$ cat src/hw/rtl/bole_pkg.sv
package bole_pkg;

   localparam int DEPTH = 32;
   localparam int ADDR_W = (DEPTH > 1) ? $clog2(DEPTH) : 1;
   localparam int CNT_W = $clog2(DEPTH + 1);
   localparam int POS_W = 6;
   localparam int VAL_W = 32;
   localparam int ACT_W = 4;
   localparam int STAT_W = 3;
   // Wide enough to compare a position against the length plus one.
   localparam int CMP_W = ((CNT_W > POS_W) ? CNT_W : POS_W) + 1;

   typedef enum logic [ACT_W-1:0] {
      ACT_INS_HEAD = 4'd0,
      ACT_INS_TAIL = 4'd1,
      ACT_INS_AT   = 4'd2,
      ACT_DEL_HEAD = 4'd3,
      ACT_DEL_TAIL = 4'd4,
      ACT_DEL_AT   = 4'd5,
      ACT_SEARCH   = 4'd6,
      ACT_SORT     = 4'd7,
      ACT_READ     = 4'd8
   } bole_action_type;

   typedef enum logic [STAT_W-1:0] {
      ST_OK       = 3'd0,
      ST_INVALID  = 3'd1,
      ST_BEYOND   = 3'd2,
      ST_EMPTY    = 3'd3,
      ST_FULL     = 3'd4,
      ST_NOTFOUND = 3'd5
   } bole_status_type;

   typedef struct packed {
      bole_action_type          action;
      logic signed [VAL_W-1:0]  item_value;
      logic [POS_W-1:0]         item_position;
   } bole_req_type;

   typedef struct packed {
      bole_status_type          status;
      logic [POS_W-1:0]         result_position;
      logic signed [VAL_W-1:0]  result_value;
      logic [POS_W-1:0]         list_length;
   } bole_res_type;

   typedef struct packed {
      logic                 en;
      logic [ADDR_W-1:0]    addr;
      logic [VAL_W-1:0]     data;
   } bole_wr_type;

endpackage

$ cat src/hw/rtl/bole_if.sv
interface bole_req_if import bole_pkg::*; ();
   logic                     valid;
   logic                     ready;
   logic [ACT_W-1:0]         action;
   logic signed [VAL_W-1:0]  item_value;
   logic [POS_W-1:0]         item_position;

   modport source (output valid, output action, output item_value, output item_position,
                   input ready);
   modport sink (input valid, input action, input item_value, input item_position,
                 output ready);
endinterface

interface bole_rsp_if import bole_pkg::*; ();
   logic                     valid;
   logic                     ready;
   logic [STAT_W-1:0]        status;
   logic [POS_W-1:0]         result_position;
   logic signed [VAL_W-1:0]  result_value;
   logic [POS_W-1:0]         list_length;

   modport source (output valid, output status, output result_position,
                   output result_value, output list_length, input ready);
   modport sink (input valid, input status, input result_position,
                 input result_value, input list_length, output ready);
endinterface

$ cat src/hw/rtl/bole_ram.sv
module bole_ram #(
   parameter int DATA_W = 32,
   parameter int WORDS = 32,
   parameter int ADDR_BITS = (WORDS > 1) ? $clog2(WORDS) : 1
) (
   input  logic                 clock,
   input  logic                 wr_en,
   input  logic [ADDR_BITS-1:0] wr_addr,
   input  logic [DATA_W-1:0]    wr_data,
   input  logic [ADDR_BITS-1:0] rd_addr,
   output logic [DATA_W-1:0]    rd_data
);

   logic [DATA_W-1:0] mem [WORDS];
   logic [DATA_W-1:0] rd_data_ff;

   always_ff @(posedge clock) begin
      if (wr_en) begin
         mem[wr_addr] <= wr_data;
      end
      rd_data_ff <= mem[rd_addr];
   end

   assign rd_data = rd_data_ff;

endmodule

$ cat src/hw/rtl/bole_seq.sv
module bole_seq import bole_pkg::*; (
   input  logic                clock,
   input  logic                reset,
   input  logic                req_valid,
   output logic                req_ready,
   input  bole_req_type        req_word,
   output logic                res_valid,
   input  logic                res_take,
   output bole_res_type        res_word,
   output bole_wr_type         mem_wr,
   output logic [ADDR_W-1:0]   mem_raddr,
   input  logic [VAL_W-1:0]    mem_rdata
);

   typedef enum logic [3:0] {
      S_IDLE,
      S_INS_SHIFT,
      S_INS_PUT,
      S_DEL_FIRST,
      S_DEL_SHIFT,
      S_READ_WAIT,
      S_SEARCH,
      S_SORT_LOAD,
      S_SORT_RUN,
      S_SORT_TAIL,
      S_DONE
   } state_type;

   state_type              state_ff, state_in;
   logic [CNT_W-1:0]       cnt_ff, cnt_in;
   logic [VAL_W-1:0]       val_ff, val_in;
   logic [ADDR_W-1:0]      idx_ff, idx_in;
   logic [ADDR_W-1:0]      k_ff, k_in;
   logic [ADDR_W-1:0]      last_ff, last_in;
   logic [VAL_W-1:0]       carry_ff, carry_in;
   bole_status_type        status_ff, status_in;
   logic [POS_W-1:0]       rpos_ff, rpos_in;
   logic [VAL_W-1:0]       rval_ff, rval_in;

   logic [CMP_W-1:0]       pos_x;
   logic [CMP_W-1:0]       cnt_x;
   logic                   full;
   logic                   empty;
   logic [ADDR_W-1:0]      last_idx;
   logic [ADDR_W-1:0]      ins_idx;
   logic [ADDR_W-1:0]      del_idx;
   logic [ADDR_W-1:0]      k_up;
   logic [ADDR_W-1:0]      k_down;
   logic [POS_W-1:0]       k_pos;

   assign pos_x    = CMP_W'(req_word.item_position);
   assign cnt_x    = CMP_W'(cnt_ff);
   assign full     = (cnt_ff == CNT_W'(DEPTH));
   assign empty    = (cnt_ff == '0);
   assign last_idx = ADDR_W'(cnt_ff - CNT_W'(1));
   assign k_up     = ADDR_W'(k_ff + ADDR_W'(1));
   assign k_down   = ADDR_W'(k_ff - ADDR_W'(1));
   assign k_pos    = POS_W'(CMP_W'(k_ff) + CMP_W'(1));

   always_comb begin
      case (req_word.action)
         ACT_INS_HEAD: ins_idx = '0;
         ACT_INS_TAIL: ins_idx = ADDR_W'(cnt_ff);
         default:      ins_idx = ADDR_W'(pos_x - CMP_W'(1));
      endcase
      case (req_word.action)
         ACT_DEL_HEAD: del_idx = '0;
         ACT_DEL_TAIL: del_idx = last_idx;
         default:      del_idx = ADDR_W'(pos_x - CMP_W'(1));
      endcase
   end

   assign req_ready = (state_ff == S_IDLE);
   assign res_valid = (state_ff == S_DONE);

   always_comb begin
      state_in  = state_ff;
      cnt_in    = cnt_ff;
      val_in    = val_ff;
      idx_in    = idx_ff;
      k_in      = k_ff;
      last_in   = last_ff;
      carry_in  = carry_ff;
      status_in = status_ff;
      rpos_in   = rpos_ff;
      rval_in   = rval_ff;
      mem_wr    = '0;
      mem_raddr = k_ff;

      case (state_ff)
         S_IDLE: begin
            if (req_valid) begin
               status_in = ST_OK;
               rpos_in   = '0;
               rval_in   = '0;
               val_in    = req_word.item_value;
               state_in  = S_DONE;
               case (req_word.action)
                  ACT_INS_HEAD, ACT_INS_TAIL, ACT_INS_AT: begin
                     if (req_word.action == ACT_INS_AT && pos_x == '0) begin
                        status_in = ST_INVALID;
                     end else if (req_word.action == ACT_INS_AT &&
                                  pos_x > cnt_x + CMP_W'(1)) begin
                        status_in = ST_BEYOND;
                     end else if (full) begin
                        status_in = ST_FULL;
                     end else begin
                        idx_in  = ins_idx;
                        rpos_in = POS_W'(CMP_W'(ins_idx) + CMP_W'(1));
                        if (CMP_W'(ins_idx) == cnt_x) begin
                           state_in = S_INS_PUT;
                        end else begin
                           // Shift the tail up one place, highest entry first.
                           mem_raddr = last_idx;
                           k_in      = last_idx;
                           state_in  = S_INS_SHIFT;
                        end
                     end
                  end
                  ACT_DEL_HEAD, ACT_DEL_TAIL, ACT_DEL_AT, ACT_READ: begin
                     if (empty) begin
                        status_in = ST_EMPTY;
                     end else if ((req_word.action == ACT_DEL_AT ||
                                   req_word.action == ACT_READ) && pos_x == '0) begin
                        status_in = ST_INVALID;
                     end else if ((req_word.action == ACT_DEL_AT ||
                                   req_word.action == ACT_READ) && pos_x > cnt_x) begin
                        status_in = ST_BEYOND;
                     end else begin
                        idx_in    = del_idx;
                        mem_raddr = del_idx;
                        rpos_in   = POS_W'(CMP_W'(del_idx) + CMP_W'(1));
                        state_in  = (req_word.action == ACT_READ) ? S_READ_WAIT
                                                                  : S_DEL_FIRST;
                     end
                  end
                  ACT_SEARCH: begin
                     if (empty) begin
                        status_in = ST_NOTFOUND;
                     end else begin
                        mem_raddr = '0;
                        k_in      = '0;
                        state_in  = S_SEARCH;
                     end
                  end
                  ACT_SORT: begin
                     if (empty) begin
                        status_in = ST_EMPTY;
                     end else if (cnt_ff != CNT_W'(1)) begin
                        last_in   = last_idx;
                        mem_raddr = '0;
                        state_in  = S_SORT_LOAD;
                     end
                  end
                  default: begin
                     status_in = ST_OK;
                  end
               endcase
            end
         end
         S_INS_SHIFT: begin
            mem_wr = '{en: 1'b1, addr: k_up, data: mem_rdata};
            if (k_ff == idx_ff) begin
               state_in = S_INS_PUT;
            end else begin
               mem_raddr = k_down;
               k_in      = k_down;
            end
         end
         S_INS_PUT: begin
            mem_wr   = '{en: 1'b1, addr: idx_ff, data: val_ff};
            cnt_in   = CNT_W'(cnt_ff + CNT_W'(1));
            state_in = S_DONE;
         end
         S_DEL_FIRST: begin
            rval_in = mem_rdata;
            if (idx_ff == last_idx) begin
               cnt_in   = CNT_W'(cnt_ff - CNT_W'(1));
               state_in = S_DONE;
            end else begin
               mem_raddr = ADDR_W'(idx_ff + ADDR_W'(1));
               k_in      = ADDR_W'(idx_ff + ADDR_W'(1));
               state_in  = S_DEL_SHIFT;
            end
         end
         S_DEL_SHIFT: begin
            mem_wr = '{en: 1'b1, addr: k_down, data: mem_rdata};
            if (k_ff == last_idx) begin
               cnt_in   = CNT_W'(cnt_ff - CNT_W'(1));
               state_in = S_DONE;
            end else begin
               mem_raddr = k_up;
               k_in      = k_up;
            end
         end
         S_READ_WAIT: begin
            rval_in  = mem_rdata;
            state_in = S_DONE;
         end
         S_SEARCH: begin
            if (mem_rdata == val_ff) begin
               rpos_in  = k_pos;
               state_in = S_DONE;
            end else if (k_ff == last_idx) begin
               status_in = ST_NOTFOUND;
               state_in  = S_DONE;
            end else begin
               mem_raddr = k_up;
               k_in      = k_up;
            end
         end
         S_SORT_LOAD: begin
            carry_in  = mem_rdata;
            mem_raddr = ADDR_W'(1);
            k_in      = ADDR_W'(1);
            state_in  = S_SORT_RUN;
         end
         S_SORT_RUN: begin
            // Bubble pass: keep the larger value moving up, drop the smaller one behind.
            if ($signed(carry_ff) > $signed(mem_rdata)) begin
               mem_wr = '{en: 1'b1, addr: k_down, data: mem_rdata};
            end else begin
               mem_wr   = '{en: 1'b1, addr: k_down, data: carry_ff};
               carry_in = mem_rdata;
            end
            if (k_ff == last_ff) begin
               state_in = S_SORT_TAIL;
            end else begin
               mem_raddr = k_up;
               k_in      = k_up;
            end
         end
         S_SORT_TAIL: begin
            mem_wr = '{en: 1'b1, addr: last_ff, data: carry_ff};
            if (last_ff == ADDR_W'(1)) begin
               state_in = S_DONE;
            end else begin
               last_in   = ADDR_W'(last_ff - ADDR_W'(1));
               mem_raddr = '0;
               state_in  = S_SORT_LOAD;
            end
         end
         S_DONE: begin
            if (res_take) begin
               state_in = S_IDLE;
            end
         end
         default: begin
            state_in = S_IDLE;
         end
      endcase
   end

   assign res_word = '{status: status_ff, result_position: rpos_ff,
                       result_value: rval_ff, list_length: POS_W'(cnt_ff)};

   always_ff @(posedge clock) begin
      if (reset) begin
         state_ff <= S_IDLE;
         cnt_ff   <= '0;
      end else begin
         state_ff <= state_in;
         cnt_ff   <= cnt_in;
      end
      val_ff    <= val_in;
      idx_ff    <= idx_in;
      k_ff      <= k_in;
      last_ff   <= last_in;
      carry_ff  <= carry_in;
      status_ff <= status_in;
      rpos_ff   <= rpos_in;
      rval_ff   <= rval_in;
   end

endmodule

$ cat src/hw/rtl/bounded_ordered_list_engine.sv
// Insert and delete shift each entry behind the given position one place at a time;
// search reads entries from the head until a hit, and sort runs bubble passes.
// One request is worked on at a time; the next word is taken in the cycle after the result
// moves to the output register, which holds it until the consumer takes it.
// Reset clears the length and control state; the entry memory is not cleared.
module bounded_ordered_list_engine import bole_pkg::*; (
   input logic        clock,
   input logic        reset,
   bole_req_if.sink   req_ch,
   bole_rsp_if.source rsp_ch
);

   bole_req_type      req_word;
   bole_res_type      res_word;
   logic              res_valid;
   logic              res_take;
   bole_wr_type       mem_wr;
   logic [ADDR_W-1:0] mem_raddr;
   logic [VAL_W-1:0]  mem_rdata;

   bole_res_type      out_ff, out_in;
   logic              out_valid_ff, out_valid_in;

   assign req_word = '{action: bole_action_type'(req_ch.action),
                       item_value: req_ch.item_value,
                       item_position: req_ch.item_position};

   bole_seq u_seq (
      .clock     (clock),
      .reset     (reset),
      .req_valid (req_ch.valid),
      .req_ready (req_ch.ready),
      .req_word  (req_word),
      .res_valid (res_valid),
      .res_take  (res_take),
      .res_word  (res_word),
      .mem_wr    (mem_wr),
      .mem_raddr (mem_raddr),
      .mem_rdata (mem_rdata)
   );

   bole_ram #(
      .DATA_W (VAL_W),
      .WORDS  (DEPTH)
   ) u_ram (
      .clock   (clock),
      .wr_en   (mem_wr.en),
      .wr_addr (mem_wr.addr),
      .wr_data (mem_wr.data),
      .rd_addr (mem_raddr),
      .rd_data (mem_rdata)
   );

   // The output register takes a new word when it is empty or being drained.
   assign res_take = !out_valid_ff || rsp_ch.ready;

   always_comb begin
      out_in       = out_ff;
      out_valid_in = out_valid_ff;
      if (res_valid && res_take) begin
         out_in       = res_word;
         out_valid_in = 1'b1;
      end else if (rsp_ch.ready) begin
         out_valid_in = 1'b0;
      end
   end

   always_ff @(posedge clock) begin
      if (reset) begin
         out_valid_ff <= 1'b0;
      end else begin
         out_valid_ff <= out_valid_in;
      end
      out_ff <= out_in;
   end

   assign rsp_ch.valid           = out_valid_ff;
   assign rsp_ch.status          = out_ff.status;
   assign rsp_ch.result_position = out_ff.result_position;
   assign rsp_ch.result_value    = out_ff.result_value;
   assign rsp_ch.list_length     = out_ff.list_length;

endmodule
$ cat src/flat_wrapper.sv
// flat-port wrapper written by rule: the top's interface ports become plain ports
module bounded_ordered_list_engine_flat import bole_pkg::*;
  (clock, reset, req_ch_valid, req_ch_action, req_ch_item_value, req_ch_item_position, req_ch_ready, rsp_ch_valid, rsp_ch_status, rsp_ch_result_position, rsp_ch_result_value, rsp_ch_list_length, rsp_ch_ready);
  bole_req_if req_ch_i ();
  bole_rsp_if rsp_ch_i ();
  input logic clock;
  input logic reset;
  input wire logic [$bits(req_ch_i.valid)-1:0] req_ch_valid;
  input wire logic [$bits(req_ch_i.action)-1:0] req_ch_action;
  input wire logic [$bits(req_ch_i.item_value)-1:0] req_ch_item_value;
  input wire logic [$bits(req_ch_i.item_position)-1:0] req_ch_item_position;
  output wire logic [$bits(req_ch_i.ready)-1:0] req_ch_ready;
  output wire logic [$bits(rsp_ch_i.valid)-1:0] rsp_ch_valid;
  output wire logic [$bits(rsp_ch_i.status)-1:0] rsp_ch_status;
  output wire logic [$bits(rsp_ch_i.result_position)-1:0] rsp_ch_result_position;
  output wire logic [$bits(rsp_ch_i.result_value)-1:0] rsp_ch_result_value;
  output wire logic [$bits(rsp_ch_i.list_length)-1:0] rsp_ch_list_length;
  input wire logic [$bits(rsp_ch_i.ready)-1:0] rsp_ch_ready;
  assign req_ch_i.valid = req_ch_valid;
  assign req_ch_i.action = req_ch_action;
  assign req_ch_i.item_value = req_ch_item_value;
  assign req_ch_i.item_position = req_ch_item_position;
  assign req_ch_ready = req_ch_i.ready;
  assign rsp_ch_valid = rsp_ch_i.valid;
  assign rsp_ch_status = rsp_ch_i.status;
  assign rsp_ch_result_position = rsp_ch_i.result_position;
  assign rsp_ch_result_value = rsp_ch_i.result_value;
  assign rsp_ch_list_length = rsp_ch_i.list_length;
  assign rsp_ch_i.ready = rsp_ch_ready;
  bounded_ordered_list_engine u_core (.clock(clock), .reset(reset), .req_ch(req_ch_i), .rsp_ch(rsp_ch_i));
endmodule
$ cat config.mk
export PLATFORM = sky130hd
export DESIGN_NAME = bounded_ordered_list_engine_flat
export DESIGN_NICKNAME = d
export VERILOG_FILES = /design/src/hw/rtl/bole_pkg.sv /design/src/hw/rtl/bole_if.sv /design/src/hw/rtl/bole_ram.sv /design/src/hw/rtl/bole_seq.sv /design/src/hw/rtl/bounded_ordered_list_engine.sv /design/src/flat_wrapper.sv
export SDC_FILE = /design/constraint.sdc
export NUM_CORES = 2
export LEC_CHECK = 0
export BUFFER_PORTS_ARGS = -buffer_cell sky130_fd_sc_hd__clkbuf_2
export CAP_MARGIN = 20
export CORE_MARGIN = 4
export CORE_UTILIZATION = 45
export DETAILED_ROUTE_END_ITERATION = 10
export PLACE_DENSITY_LB_ADDON = 0.08
export SYNTH_ARGS = -nofsm -noshare
export SYNTH_HDL_FRONTEND = slang
export SYNTH_HIERARCHICAL = 1
export SYNTH_SLANG_ARGS = --single-unit
$ cat constraint.sdc
create_clock -name clock -period 4.55 [get_ports clock]
set_input_delay 0.6825 -clock clock [delete_from_list [all_inputs] [get_ports clock]]
set_output_delay 0.6825 -clock clock [all_outputs]
set_load 0.01 [all_outputs]
# Word-level counts from Yosys, hierarchy flattened
# Memory sizes are Yosys's and may differ from the RTL's. A register that Yosys moved wholly into a read port is not among the register bits.
# Cells that the tools add are included.
# word_totals
output_inout_bits	49
regBits	178
elab_cells	206
input_bits	46
mem_count	1
ramBits	1024
# op_classes
addsub	11
eq_ne	48
n_lt_le_gt_ge	3
mux	94
n_reduce_logical	34
# memory_table
name	depth	width	read_ports	rd_clocked_by_memory_dff	wr	line	rtl
u_core.u_ram.mem	32	32	1	1	1	bole_ram.sv:14	logic [DATA_W-1:0] mem [WORDS];
# ops
op	n
38-bit case mux with 5 select lines	1
5-bit two-way mux	29
32-bit case mux with 2 select lines	2
32-bit two-way mux	3
4-bit two-way mux	17
6-bit two-way mux	10
5-bit case mux with 2 select lines	5
4-bit case mux with 10 select lines	1
5-bit case mux with 8 select lines	1
2-bit inequality test (second input constant)	18
5-bit case mux with 7 select lines	1
32-bit == test	1
4-bit by 3-bit == test with 1-bit output (second input constant)	8
32-bit greater-than comparator	1
3-bit two-way mux	8
6-bit case mux with 2 select lines	2
5-bit == test	4
5-bit case mux with 4 select lines	1
5-bit by 1-bit adder with 6-bit output (second input constant)	3
6-bit case mux with 3 select lines	1
4-bit by 2-bit == test with 1-bit output (second input constant)	4
4-bit == test (second input constant)	4
4-bit case mux with 4 select lines	1
5-bit by 1-bit subtractor with 5-bit output (second input constant)	3
other kinds (34)	61

# Logic depth before layout (Yosys ltp)
# depth
depth_word	10
ltp_mapped	23
ltp_nobuf	17

# By module
# Netlist, hierarchy kept.
# by_module_without_submodules
mod	seq_area_each_um2	cells_per_inst	area_each_um2	n_inst
bole_ram	31390.1	2260	40492.6	1
bole_seq	3803.6	973	9464.1	1
bounded_ordered_list_engine	1431.4	52	1466.4	1

# Worst setup path after synthesis
# No wires, ideal clock.
# synth_path
path_type	register to register
startpoint	reg u_core.u_ram.rd_data_ff[17] (netlist: u_core/u_ram/rd_data[17]) (read register of u_core.u_ram.mem)
endpoint	reg u_core.u_seq.carry_ff[0], enable pin
slack_ns	-0.135
setup_ns	0.466
t_required_ns	4.084
path_buffers	0
arrival_ns	4.220
period_less_slack_ns	4.685
stages_incl_launch_ff	10
path_cell_list	dfxtp_1 > inv_1 > ha_1 > a21o_1 > a221o_1 > a221oi_1 > o21ai_1 > a21o_1 > o21ba_2 > o21ai_0
# synth_between
elab_chain_len	3
# synth_lines
item	line	rtl
from (decl)	bole_ram.sv:15	logic [DATA_W-1:0] rd_data_ff;
32-bit greater-than comparator	bole_seq.sv:220	if ($signed(carry_ff) > $signed(mem_rdata)) begin
2-bit inequality test (no line)	--	
2-bit AND reduction (no line)	--	
to (signal assigned)	bole_seq.sv:269	carry_ff <= carry_in;
to (decl)	bole_seq.sv:35	logic [VAL_W-1:0] carry_ff, carry_in;
# Every way passes these cells.
# A chain may end at the register's enable or synchronous reset.

# Final worst setup path
# layout_path
startpoint	reg u_core.u_ram.rd_data_ff[23] (netlist: u_core/u_ram/rd_data[23]) (read register of u_core.u_ram.mem)
endpoint	reg u_core.u_ram.rd_data_ff[16] (netlist: u_core/u_ram/rd_data[16]) (read register of u_core.u_ram.mem)
# layout_between
elab_chain_len	3
# layout_lines
item	line	rtl
32-bit == test	bole_seq.sv:201	if (mem_rdata == val_ff) begin
5-bit two-way mux	bole_seq.sv:201	
5-bit case mux with 8 select lines	bole_seq.sv:90	case (state_ff)
net u_core.mem_raddr[2]	bounded_ordered_list_engine.sv:18	logic [ADDR_W-1:0] mem_raddr;
# The timed path passes the listed nets, and every way through them passes these cells.

==> metrics.cfg <==
[global_routing]
antenna_found_initial=4
grt_max_degree=48
grt_util_all_layers=0.2437
overflow=0
grt_pass1_wl_um=214100
grt_pass1_vias=30554

[clocking]
cts_tree=yes
cts.sink_count=1234
cts_buffers=134
clock_latency_ns=0.74
cts-root-buf=clkbuf_16
h-tree-depth=4
cts.reportedPaths.clkPinSlew_ns=0.06
clock_path_buffers=3
cts_hold_buf=0

[min_path]
hold_class=in -> reg
worstHoldStart=req_ch_item_value[26]
holdPathStages=1

[timing]
fmax_mhz=227.5
tightest_slew_ns=1.089
drv_slew=0
skew_ns=0.02681
tns_ns=0
min_period_over_period=0.9662
max-slew-margin-rel=0.2684
finalSetupViolations=0
final_hold_viol_count=0
whs_ns=0.1243
post-route-min-period_ns=4.396

[logic_synthesis]
ys_warn_count=6
postSynthCellCount=3285
syn_area_per_cell_um2=15.65
ys_seq_area_frac=0.7122
synth_seq_cells=1234
synth_ff_type=edfxtp_1
synth_edf_count=1191
syn_nets=3386
ys_types=82
synth_area_um2=51420
synthArstFlopShare=0

[layout]
finalNetCount=3837
final_common_cell=edfxtp_1
drive_gt1_frac=0.2099
synthToLayoutAreaGrowth_pct=20.28
finish.utilization=0.5476
final_cell_mix=edfxtp_1 (1191), mux2i_1 (509), buf_4 (308)

[drt]
viasPerCell=5.836
wl_per_cell_um=28.15
dr_total_vias=31169
routed_wl_um=150400
drt_pre_antenna_iters=6
drc_errors=0
postRouteAntennaNets=0
drt-initial-drc-count=3260

[critical_path]
crit_chain=xnor2_1, nand4_1, nor4_2, buf_4, a311o_1, nand2b_1, a21boi_0, o31ai_1, buf_4, o211ai_1, buf_4, nor2_4, buf_12, buf_4, a22o_1, nor3_1, a31oi_1, nand3_1
worstReg2RegStart=u_core/u_ram/rd_data[23]
crit_path_top_delay_cell=dfxtp_1
worst-setup-path-type=reg -> reg
worstPathRequired_ns=5.16
max_stage_delay_ns=0.59
cp-start-kind=flip-flop
startpoint=u_core/u_ram/rd_data[23]
crit_top_cell=buf_4
worstReg2RegEnd=u_core/u_ram/rd_data[16]
critPathMaxFanout=26
worstSetupEndpoint=u_core/u_ram/rd_data[16]
endpoint_kind=flip-flop
r2r_slack_ns=0.15
worstPathArrival_ns=5.00
worst_r2r_path_depth=18

[floorplan]
core_area_um2=113000
io_pins=95
die_y_um=346.0
die_w_um=346.0
num_rows=123
dieArea_um2=119700
start_util=0.4552

[outcome]
status=completed

[job]
maxCapViolations=0

[placement]
gp_congestion=0.9183
dp_hpwl_um=95600
numPortBuffers=94

-- routing by layer --
layer	share of wire	up-vias	global-route usage
li1	-	13762	-
met1	0.45	16054	0.3556
met2	0.47	1136	0.3852
met3	0.063	217	0.03744
met4	0.023	0	0.06352
met5	0	-	0
-- cells in the mapped netlist (all sizes together), types with 17 or more instances --
library cell  count  share of area
mux2i           516           0.10
nand2           163          0.012
o21ai            44         0.0044
buf             104          0.014
dfxtp            43          0.017
edfxtp         1191           0.70
nor3             61         0.0063
clkbuf           76         0.0057
a221oi           17         0.0030
ha               55          0.013
a21oi           138          0.014
a22o             65          0.011
xnor2            67          0.012
a31oi            45         0.0055
a221o            39         0.0076
inv              60         0.0044
a22oi           107          0.016
nand3           132          0.013
nor2             88         0.0064
a21o             18         0.0026
and2             73         0.0089
-- what timing repair did --
action / in CTS / in global routing
setup endpoints to repair: 27 / 32
cloned: 0 / 7
pin swaps: 0 / 9
setup buffers: 0 / 17
resized for setup: 7 / 53
-- worst min-delay path by stage --
stage,to
6_report,u_core/u_seq/val_ff[26]
5_1_grt,u_core/u_seq/val_ff[18]
4_1_cts,u_core/u_seq/val_ff[18]
3_5_place_dp,u_core/rsp_ch.result_value[23]
3_3_place_gp,u_core/rsp_ch.result_value[15]
2_1_floorplan,u_core/rsp_ch.result_position[0]
-- state kept, by name, indices dropped and copies added (netlist names), 6 cells and up --
name,flops
u_core/rsp_ch.result_value,32
u_core/u_seq/val_ff,32
u_core/u_ram/mem,1024
u_core/rsp_ch.list_length,6
u_core/u_seq/rpos_ff,6
u_core/u_seq/cnt_ff,6
u_core/u_seq/carry_ff,32
u_core/rsp_ch.result_position,6
u_core/u_seq/rval_ff,32
u_core/u_ram/rd_data,32
-- per-stage QoR --
stage	setup slack, ns	area [um^2]	std cells
floorplan	0.1524	51420	3285
global placement	-0.1765	56730	5071
detailed placement	-0.2389	56740	5072
CTS	0.01383	61180	5312
global route	-0.003059	61850	5340
finish	0.1537	61850	5341
-- cell type report --
cell class / instances / area, um^2
clock buffers: 165 / 3647
fillers: 9079 / 51110
well taps: 1500 / 1877
inverters: 61 / 229.0
diodes: 1 / 2.502
multi-input cells: 1810 / 14020
repair buffers: 495 / 4659
clock inverters: 75 / 772.0
flip-flops and latches: 1234 / 36650
-- kinds of logic after synthesis --
logic type      synth area share
compound gates           0.07565
flops                     0.7122
fa+ha+maj                0.01338
mux                       0.1007
xor+xnor                 0.01577
buf+inv                  0.02387
simple gates             0.05844
-- critical path, delay by kind of cell, from the launching register on --
| family | cells | cell delay (ns) |
|---|---|---|
| compound gates | 6 | 1.26 |
| flops | 1 | 0.59 |
| buf+inv | 5 | 1.14 |
| simple gates | 6 | 0.98 |
| xor+xnor | 1 | 0.26 |
Power is not shown: default switching activity piles up to over one toggle a cycle in this logic, so the estimate is an artifact.
